[config.mk]
export PLATFORM = sky130hd
export DESIGN_NAME = tiered_weighted_version_picker_top
export DESIGN_NICKNAME = d
export VERILOG_FILES = /design/src/hw/rtl/twvp_pkg.sv /design/src/hw/rtl/tiered_weighted_version_picker_top.sv
export VERILOG_INCLUDE_DIRS = /design/src /design/src/hw/rtl
export SDC_FILE = /design/constraint.sdc
export NUM_CORES = 2
export LEC_CHECK = 0
export BUFFER_PORTS_ARGS = -buffer_cell sky130_fd_sc_hd__buf_2
export CAP_MARGIN = 25
export CORE_ASPECT_RATIO = 0.7
export CORE_MARGIN = 1
export CORE_UTILIZATION = 45
export CTS_BUF_LIST = sky130_fd_sc_hd__clkbuf_16
export CTS_CLUSTER_SIZE = 8
export DETAILED_ROUTE_END_ITERATION = 7
export PLACE_DENSITY_LB_ADDON = 0.25
export SETUP_SLACK_MARGIN = 0.1
export SYNTH_ARGS = -nofsm -noshare
export SYNTH_HDL_FRONTEND = slang
export SYNTH_SLANG_ARGS = --single-unit
[constraint.sdc]
create_clock -name clk -period 8.25 [get_ports clk]
set_input_delay 1.65 -clock clk [delete_from_list [all_inputs] [get_ports clk]]
set_output_delay 1.65 -clock clk [all_outputs]
set_load 0.02 [all_outputs]
[src/hw/rtl/tiered_weighted_version_picker_top_defines.svh]
// ----------------------------------------------------------------------------
// Assertion macros for the tiered weighted version picker
// Clocked on clk, held off while arst_n is low.
// ----------------------------------------------------------------------------
`ifndef TIERED_WEIGHTED_VERSION_PICKER_TOP_DEFINES_SVH
`define TIERED_WEIGHTED_VERSION_PICKER_TOP_DEFINES_SVH

`ifndef NO_ASSERTIONS
`define TWVP_ASSERT(lbl, prop) \
	lbl: assert property (@(posedge clk) disable iff (!arst_n) prop) \
		else $error("twvp: property violated");
`define TWVP_NEVER(lbl, expr) \
	lbl: assert property (@(posedge clk) disable iff (!arst_n) !(expr)) \
		else $error("twvp: forbidden condition");
`else
`define TWVP_ASSERT(lbl, prop)
`define TWVP_NEVER(lbl, expr)
`endif

`endif

[src/hw/rtl/twvp_pkg.sv]
// ----------------------------------------------------------------------------
// twvp_pkg
// Types, codes and helpers for the tiered weighted version picker.
// ----------------------------------------------------------------------------
package twvp_pkg;

	localparam int MAX_VERSIONS_DEF = 16;

	localparam int ID_W     = 32;
	localparam int WGT_W    = 16;
	localparam int TIER_W   = 2;
	localparam int PROV_W   = 16;
	localparam int S_DATA_W = 168;
	localparam int S_USER_W = 2;
	localparam int M_DATA_W = ID_W;
	localparam int M_USER_W = 4;
	localparam int SRC_W    = 32;
	localparam int BIT_W    = 5;

	localparam logic [1:0] CMD_CLEAR  = 2'd0;
	localparam logic [1:0] CMD_ADD    = 2'd1;
	localparam logic [1:0] CMD_SELECT = 2'd2;

	localparam logic [1:0] TIER_COMPLETE   = 2'd0;
	localparam logic [1:0] TIER_INCOMPLETE = 2'd1;
	localparam logic [1:0] TIER_STOPPED    = 2'd2;
	localparam logic [1:0] TIER_RESERVED   = 2'd3;
	localparam int         NUM_TIERS       = 3;

	localparam logic [2:0] ROUTE_REQUIRED  = 3'd0;
	localparam logic [2:0] ROUTE_PREFERRED = 3'd1;
	localparam logic [2:0] ROUTE_SOLE      = 3'd2;
	localparam logic [2:0] ROUTE_COMPLETE  = 3'd3;
	localparam logic [2:0] ROUTE_NONE      = 3'd6;

	typedef struct packed {
		logic              parts;
		logic [PROV_W-1:0] prov;
		logic [TIER_W-1:0] tier;
		logic [WGT_W-1:0]  weight;
		logic [ID_W-1:0]   id;
	} entry_t;

	typedef enum logic [3:0] {
		ST_IDLE,
		ST_FIND,
		ST_SHIFT,
		ST_WRITE,
		ST_SUM,
		ST_DECIDE,
		ST_MOD,
		ST_WALK,
		ST_EMIT
	} state_t;

	// weight of an entry within tier t; use_prov picks the fallback weights
	function automatic logic [WGT_W-1:0] tier_w(entry_t e, logic [1:0] t, logic use_prov);
		logic [1:0]       et;
		logic [WGT_W-1:0] w;
		et = (e.tier == TIER_RESERVED) ? TIER_STOPPED : e.tier;
		if (!e.parts || et != t) begin
			w = '0;
		end else if (use_prov) begin
			w = e.prov;
		end else if (t == TIER_STOPPED) begin
			w = WGT_W'(1);
		end else begin
			w = e.weight;
		end
		return w;
	endfunction

endpackage

[src/hw/rtl/tiered_weighted_version_picker_top.sv]
// ----------------------------------------------------------------------------
// tiered_weighted_version_picker_top: version table with tiered weighted pick
// Add: locate the slot, shift higher entries up, write (a duplicate id is rewritten in place).
// Select: scan, decide, 32 remainder steps, walk, emit.
// One word at a time: a new word is accepted only in idle, once the last one is through.
// Reset empties the table, entries need no clearing pass.
// ----------------------------------------------------------------------------
`include "tiered_weighted_version_picker_top_defines.svh"

module tiered_weighted_version_picker_top
	import twvp_pkg::*;
#(
	parameter int MAX_VERSIONS = MAX_VERSIONS_DEF
) (
	input  logic                clk,
	input  logic                arst_n,
	input  logic                s_axis_tvalid,
	output logic                s_axis_tready,
	// version_id, weight, tier, provider_count, has_parts, source_id,
	// want_valid, want_version, prefer_valid, prefer_version, zero pad
	input  logic [S_DATA_W-1:0] s_axis_tdata,
	// cmd
	input  logic [S_USER_W-1:0] s_axis_tuser,
	output logic                m_axis_tvalid,
	input  logic                m_axis_tready,
	// chosen_version
	output logic [M_DATA_W-1:0] m_axis_tdata,
	// found, route
	output logic [M_USER_W-1:0] m_axis_tuser
);

	localparam int CNT_W = $clog2(MAX_VERSIONS + 1);
	localparam int IDX_W = (MAX_VERSIONS > 1) ? $clog2(MAX_VERSIONS) : 1;
	localparam int SUM_W = WGT_W + $clog2(MAX_VERSIONS);

	state_t state_q, state_d;

	entry_t mem [MAX_VERSIONS];
	entry_t rd_data_s1;
	logic   rd_vld_s1;
	logic [CNT_W-1:0] rd_idx_s1;

	logic [CNT_W-1:0] count_q, idx_q, idx_m1, pos_q;
	logic             dup_q;

	entry_t           new_q;
	logic [SRC_W-1:0] src_q;
	logic             want_v_q, pref_v_q, want_hit_q, pref_hit_q;
	logic [ID_W-1:0]  want_id_q, pref_id_q, id0_q;

	logic [SUM_W-1:0] wsum_q [NUM_TIERS];
	logic [SUM_W-1:0] psum_q [NUM_TIERS];

	logic [1:0]       sel_tier_q;
	logic             sel_prov_q;
	logic [SUM_W-1:0] sel_sum_q, rem_q, rem_d, key_q;
	logic [SUM_W:0]   rem_sh;
	logic [BIT_W-1:0] bit_q;

	logic [ID_W-1:0]  res_id_q;
	logic             res_found_q;
	logic [2:0]       res_route_q;

	logic                m_vld_q;
	logic [M_DATA_W-1:0] m_data_q;
	logic [M_USER_W-1:0] m_user_q;

	logic             s_accept, issue, scan_done, emit_go, walk_hit, full;
	logic [IDX_W-1:0] rd_addr, mem_wa;
	logic             mem_we;
	entry_t           mem_wd;
	logic [WGT_W-1:0] walk_w;

	logic             dec_to_mod, dec_found, sel_ok, sel_prov;
	logic [ID_W-1:0]  dec_id;
	logic [2:0]       dec_route;
	logic [1:0]       sel_tier;
	logic [SUM_W-1:0] sel_sum;

	assign s_accept = s_axis_tvalid && s_axis_tready;
	assign idx_m1   = idx_q - CNT_W'(1);
	assign full     = (count_q == CNT_W'(MAX_VERSIONS));
	assign walk_w   = tier_w(rd_data_s1, sel_tier_q, sel_prov_q);
	assign rem_sh   = {rem_q, src_q[SRC_W-1]};
	assign rem_d    = (rem_sh >= {1'b0, sel_sum_q}) ? SUM_W'(rem_sh - {1'b0, sel_sum_q})
	                                                : SUM_W'(rem_sh);

	// control outputs
	always_comb begin
		s_axis_tready = (state_q == ST_IDLE);
		issue         = 1'b0;
		rd_addr       = idx_q[IDX_W-1:0];
		mem_we        = 1'b0;
		mem_wa        = rd_idx_s1[IDX_W-1:0];
		mem_wd        = rd_data_s1;
		unique case (state_q)
			ST_FIND, ST_SUM, ST_WALK: begin
				issue = (idx_q < count_q);
			end
			ST_SHIFT: begin
				issue   = (idx_q > pos_q);
				rd_addr = idx_m1[IDX_W-1:0];
				mem_we  = rd_vld_s1;
			end
			ST_WRITE: begin
				mem_we = 1'b1;
				mem_wa = pos_q[IDX_W-1:0];
				mem_wd = new_q;
			end
			default: begin
			end
		endcase
		scan_done = !issue && !rd_vld_s1;
		emit_go   = (state_q == ST_EMIT) && (!m_vld_q || m_axis_tready);
		walk_hit  = (state_q == ST_WALK) && rd_vld_s1 && ({{(SUM_W-WGT_W){1'b0}}, walk_w} > key_q);
	end

	// tier choice and early routes
	always_comb begin
		sel_ok   = 1'b0;
		sel_tier = TIER_COMPLETE;
		sel_prov = 1'b0;
		sel_sum  = '0;
		for (int t = 0; t < NUM_TIERS; t++) begin
			if (!sel_ok && wsum_q[t] != '0) begin
				sel_ok   = 1'b1;
				sel_tier = 2'(t);
				sel_prov = 1'b0;
				sel_sum  = wsum_q[t];
			end else if (!sel_ok && psum_q[t] != '0) begin
				sel_ok   = 1'b1;
				sel_tier = 2'(t);
				sel_prov = 1'b1;
				sel_sum  = psum_q[t];
			end
		end
		dec_to_mod = 1'b0;
		dec_found  = 1'b0;
		dec_id     = '0;
		dec_route  = ROUTE_NONE;
		priority if (count_q == '0) begin
		end else if (want_v_q) begin
			if (want_hit_q) begin
				dec_found = 1'b1;
				dec_id    = want_id_q;
				dec_route = ROUTE_REQUIRED;
			end
		end else if (pref_v_q && pref_hit_q) begin
			dec_found = 1'b1;
			dec_id    = pref_id_q;
			dec_route = ROUTE_PREFERRED;
		end else if (count_q == CNT_W'(1)) begin
			dec_found = 1'b1;
			dec_id    = id0_q;
			dec_route = ROUTE_SOLE;
		end else begin
			dec_to_mod = sel_ok;
		end
	end

	// next state
	always_comb begin
		state_d = state_q;
		unique case (state_q)
			ST_IDLE: begin
				if (s_accept) begin
					unique case (s_axis_tuser)
						CMD_ADD:    state_d = ST_FIND;
						CMD_SELECT: state_d = ST_SUM;
						default:    state_d = ST_IDLE;
					endcase
				end
			end
			ST_FIND: begin
				if (scan_done) begin
					priority if (dup_q) state_d = ST_WRITE;
					else if (full)      state_d = ST_IDLE;
					else                state_d = ST_SHIFT;
				end
			end
			ST_SHIFT:  if (scan_done) state_d = ST_WRITE;
			ST_WRITE:  state_d = ST_IDLE;
			ST_SUM:    if (scan_done) state_d = ST_DECIDE;
			ST_DECIDE: state_d = dec_to_mod ? ST_MOD : ST_EMIT;
			ST_MOD:    if (bit_q == '0) state_d = ST_WALK;
			ST_WALK:   if (walk_hit || scan_done) state_d = ST_EMIT;
			ST_EMIT:   if (emit_go) state_d = ST_IDLE;
			default:   state_d = ST_IDLE;
		endcase
	end

	always_ff @(posedge clk or negedge arst_n) begin
		if (!arst_n) begin
			state_q   <= ST_IDLE;
			count_q   <= '0;
			rd_vld_s1 <= 1'b0;
			m_vld_q   <= 1'b0;
		end else begin
			state_q   <= state_d;
			rd_vld_s1 <= issue;
			if (s_accept && s_axis_tuser == CMD_CLEAR) begin
				count_q <= '0;
			end else if (state_q == ST_WRITE && !dup_q) begin
				count_q <= count_q + CNT_W'(1);
			end
			if (emit_go) begin
				m_vld_q <= 1'b1;
			end else if (m_axis_tready) begin
				m_vld_q <= 1'b0;
			end
		end
	end

	// table memory
	always_ff @(posedge clk) begin
		if (mem_we) begin
			mem[mem_wa] <= mem_wd;
		end
		rd_data_s1 <= mem[rd_addr];
		rd_idx_s1  <= idx_q;
	end

	// datapath
	always_ff @(posedge clk) begin
		if (issue) begin
			idx_q <= (state_q == ST_SHIFT) ? idx_m1 : idx_q + CNT_W'(1);
		end
		if (emit_go) begin
			m_data_q <= res_id_q;
			m_user_q <= {res_route_q, res_found_q};
		end
		unique case (state_q)
			ST_IDLE: begin
				idx_q      <= '0;
				pos_q      <= '0;
				dup_q      <= 1'b0;
				want_hit_q <= 1'b0;
				pref_hit_q <= 1'b0;
				for (int t = 0; t < NUM_TIERS; t++) begin
					wsum_q[t] <= '0;
					psum_q[t] <= '0;
				end
				new_q.id     <= s_axis_tdata[31:0];
				new_q.weight <= s_axis_tdata[47:32];
				new_q.tier   <= s_axis_tdata[49:48];
				new_q.prov   <= s_axis_tdata[65:50];
				new_q.parts  <= s_axis_tdata[66];
				src_q        <= s_axis_tdata[98:67];
				want_v_q     <= s_axis_tdata[99];
				want_id_q    <= s_axis_tdata[131:100];
				pref_v_q     <= s_axis_tdata[132];
				pref_id_q    <= s_axis_tdata[164:133];
			end
			ST_FIND: begin
				if (rd_vld_s1) begin
					if (rd_data_s1.id < new_q.id) pos_q <= pos_q + CNT_W'(1);
					if (rd_data_s1.id == new_q.id) dup_q <= 1'b1;
				end
				if (scan_done) idx_q <= count_q;
			end
			ST_SUM: begin
				if (rd_vld_s1) begin
					for (int t = 0; t < NUM_TIERS; t++) begin
						wsum_q[t] <= wsum_q[t] + SUM_W'(tier_w(rd_data_s1, 2'(t), 1'b0));
						psum_q[t] <= psum_q[t] + SUM_W'(tier_w(rd_data_s1, 2'(t), 1'b1));
					end
					if (rd_data_s1.id == want_id_q) want_hit_q <= 1'b1;
					if (rd_data_s1.id == pref_id_q) pref_hit_q <= 1'b1;
					if (rd_idx_s1 == '0) id0_q <= rd_data_s1.id;
				end
			end
			ST_DECIDE: begin
				res_found_q <= dec_found;
				res_id_q    <= dec_id;
				res_route_q <= dec_route;
				sel_tier_q  <= sel_tier;
				sel_prov_q  <= sel_prov;
				sel_sum_q   <= sel_sum;
				rem_q       <= '0;
				bit_q       <= BIT_W'(SRC_W - 1);
			end
			ST_MOD: begin
				rem_q <= rem_d;
				src_q <= src_q << 1;
				bit_q <= bit_q - BIT_W'(1);
				if (bit_q == '0) begin
					key_q <= rem_d;
					idx_q <= '0;
				end
			end
			ST_WALK: begin
				if (walk_hit) begin
					res_found_q <= 1'b1;
					res_id_q    <= rd_data_s1.id;
					res_route_q <= ROUTE_COMPLETE + {1'b0, sel_tier_q};
				end else if (rd_vld_s1) begin
					key_q <= key_q - SUM_W'(walk_w);
				end
			end
			default: begin
			end
		endcase
	end

	assign m_axis_tvalid = m_vld_q;
	assign m_axis_tdata  = m_data_q;
	assign m_axis_tuser  = m_user_q;

	`TWVP_NEVER(a_count_range, count_q > CNT_W'(MAX_VERSIONS))
	`TWVP_ASSERT(a_shift_above_pos, (state_q == ST_SHIFT && rd_vld_s1) |-> (rd_idx_s1 > pos_q))
	`TWVP_ASSERT(a_rem_below_sum, (state_q == ST_MOD) |-> (rem_q < sel_sum_q))
	`TWVP_ASSERT(a_emit_origin, $rose(m_vld_q) |-> $past(state_q == ST_EMIT))
	`TWVP_ASSERT(a_none_is_zero, (m_vld_q && !m_user_q[0]) |-> (m_data_q == '0 && m_user_q[3:1] == ROUTE_NONE))

endmodule
==> results_dict.tcl <==
set metrics [dict create \
    max_slew_margin_pct 23.5 \
    areaGrowthSynthToFinish_pct 15.3 \
    startpoint_type "flop" \
    fmax_mhz 195 \
    rsz0062_at_grt "false" \
    status "finished clean" \
    stdcell_area_mm2 0.0801 \
    drv_slew 0 \
    wl_um 179000 \
    hold_end "m_axis_tdata[19]" \
    place_worst_setup_slack_ns 3.07 \
    fin_nets 5004 \
    r2r_start "state_q[0]" \
    worst_slack_ns 3.12 \
    rr_endpoint "mem[3][64]" \
    htreeDepth 4 \
    track_usage_pct 23.0 \
    leakage_nw 28.2 \
    antenna_left 0 \
    clock_latency_ns 0.86 \
    setup.worst_path.end_class "flop" \
    setup_violations 0 \
    viasPerCell 5.79 \
    yosys_warnings 0 \
    min_period_over_period_pct 62.1 \
    dpl.hpwl_um 110000 \
    grt_start_max_net_pins 139 \
    power_w 0.0322 \
    fin_tns_setup_ns 0 \
    path_max_fanout 65 \
    clock-sinks 1625 \
    vias 39500 \
    netlist-cell-type-count 83 \
    synth_area_mm2 0.0695 \
    rr_worst_depth 6 \
    overflow 0 \
    placed_area_mm2 0.0736 \
    postCtsSetupRepairBufs 0 \
    ys_seq_area_share_pct 69.0 \
    ys.flop_type "edfxtp_1" \
    synth_edf_count 1537 \
    required_ns 8.71 \
    drc 0 \
    routabilityCongestion 0.894 \
    cts_tree "yes" \
    clock_skew_ns 0.0793 \
    core-area_mm2 0.153 \
    ys_async_sr_fraction_pct 0.677 \
    avgSynthCellArea_um2 16.3 \
    io_buffers 208 \
    fp.dieH_um 331 \
    start_util_pct 45.4 \
    drive_above_1_share_pct 20.3 \
    cts_resized 0 \
    firstDrtPassIters 5 \
    ir_worst_vdd_uv 399 \
    drv_cap 0 \
    worst_ep_arrival_time_ns 5.59 \
    drt_iter0_markers 4416 \
    routedWlPerCell_um 26.3 \
    r2r_setup_slack_ns 3.12 \
    placementRows 120 \
    tightest_slew_ns 1.14 \
    yosys_register_bits 1625 \
    powerDensity_mw_per_mm2 402 \
    antenna_found_initial 18 \
    final_common_cell "edfxtp_1" \
    min_from "res_id_q[19]" \
    die_w_um 472 \
    period_minus_slack_ns 5.13 \
    cts_root_buf "clkbuf_16" \
    cts_made_buffers 221 \
    grt_pass1_wl_um 260000 \
    first_global_vias 38400 \
    min_path_cells 0 \
    synthesis.nets 4612 \
    final_cell_mix "edfxtp_1 (1,537), nand2_1 (388), mux4_2 (335)" \
    synthCells 4261 \
    cts.clk_slew.worst_paths_ns 0.06 \
    hold_path_class "flop to flop" \
    io_pins 212 \
    postCtsHoldBufs 0 \
    final_core_util_pct 52.3 \
    critPathKind "flop to flop" \
    die-area_mm2 0.156 \
    hold_viol 0 \
    clock_path_buffers 3 \
]
synth_stat cells, types with 41 or more instances:
master | number | area share (%)
edfxtp_1 | 1537 | 66
nand2_1 | 391 | 2.1
mux4_2 | 335 | 11
nor2_1 | 257 | 1.4
ha_1 | 170 | 3.1
o21ai_0 | 157 | 1.1
a21oi_1 | 146 | 1.1
xnor2_1 | 119 | 1.5
inv_1 | 114 | 0.62
clkbuf_1 | 101 | 0.55
and2_1 | 79 | 0.71
dfxtp_1 | 77 | 2.2
xor2_1 | 67 | 0.84
nand2b_1 | 49 | 0.44
mux2i_1 | 48 | 0.69
nor3_1 | 45 | 0.32
nand3_1 | 44 | 0.32
buf_2 | 42 | 0.30
a22oi_1 | 41 | 0.44
cell type report:
type | instances | area, um2
diodes | 7 | 17.5
clock buffers | 222 | 5560
clock inverters | 150 | 871
fillers | 12300 | 73000
inverters | 116 | 443
multi-input cells | 2356 | 20600
flip-flops and latches | 1625 | 48000
well taps | 2013 | 2520
repair buffers | 333 | 2150
metrics by stage:
stage,hold slack [ns],cells
3_5_place_dp,0.404,6436
6_report,0.414,6822
5_1_grt,0.419,6818
3_3_place_gp,0.402,6433
4_1_cts,0.411,6808
2_1_floorplan,0.370,4261
routing by layer:
layer,part of all wire [%],vias up,routed length [um],global-route usage [%]
met5,0.0073,-,13,0
met4,1.9,2,3360,6.04
met3,11,237,20100,7.85
met2,43,1654,76900,32.1
met1,44,20100,78900,34.1
li1,-,17500,-,-
cells by family (layout without fill, tap and decap cells):
| group | after synthesis | count (layout) | share of synthesized area, % |
|---|---|---|---|
| flops | 1625 | 1625 | 69.0 |
| simple gates | 1046 | 1046 | 7.06 |
| compound gates | 563 | 563 | 5.10 |
| mux | 384 | 384 | 11.6 |
| buf+inv | 280 | 821 | 1.65 |
| xor+xnor | 186 | 186 | 2.34 |
| fa+ha+maj | 177 | 177 | 3.26 |
| other cells | 0 | 7 | 0 |
flip-flops by register name, indices dropped and copies added, names as in the netlist, 2 cells and up:
register,flops
count_q,5
rem_q,20
pref_id_q,32
rd_data_s1,67
state_q,4
m_axis_tuser,4
id0_q,32
wsum_q,60
sel_tier_q,2
idx_q,5
new_q,67
rd_idx_s1,5
res_route_q,3
res_id_q,32
pos_q,5
bit_q,5
src_q,32
want_id_q,32
m_axis_tdata,32
key_q,20
mem,1072
psum_q,60
sel_sum_q,20
worst max path at each step:
stage | from | end | slack [ns] | cells past startpoint
floorplan | sel_tier_q[0] | key_q[0] | 1.46 | 16
global placement | state_q[0] | mem[0][19] | 3.01 | 6
detailed placement | state_q[0] | mem[3][12] | 3.07 | 6
CTS | state_q[0] | mem[3][53] | 3.04 | 6
global route | state_q[0] | mem[3][53] | 2.82 | 6
finish | state_q[0] | mem[3][64] | 3.12 | 6
power breakdown:
group / switching (W) / internal, W / total [W]
combinational: 0.00632 / 0.00457 / 0.0109
sequential: 0.00132 / 0.0117 / 0.0130
clock: 0.00345 / 0.00481 / 0.00826
worst max-delay path, cell delays in order (launching register included):
cell and delay [ns]:
dfrtp_1 0.84, nand3_4 0.77, buf_4 0.64, mux2i_1 0.25, or2_2 0.46, nor2_4 0.80
buf_4 0.90
Power figures use the tool's default switching activity.
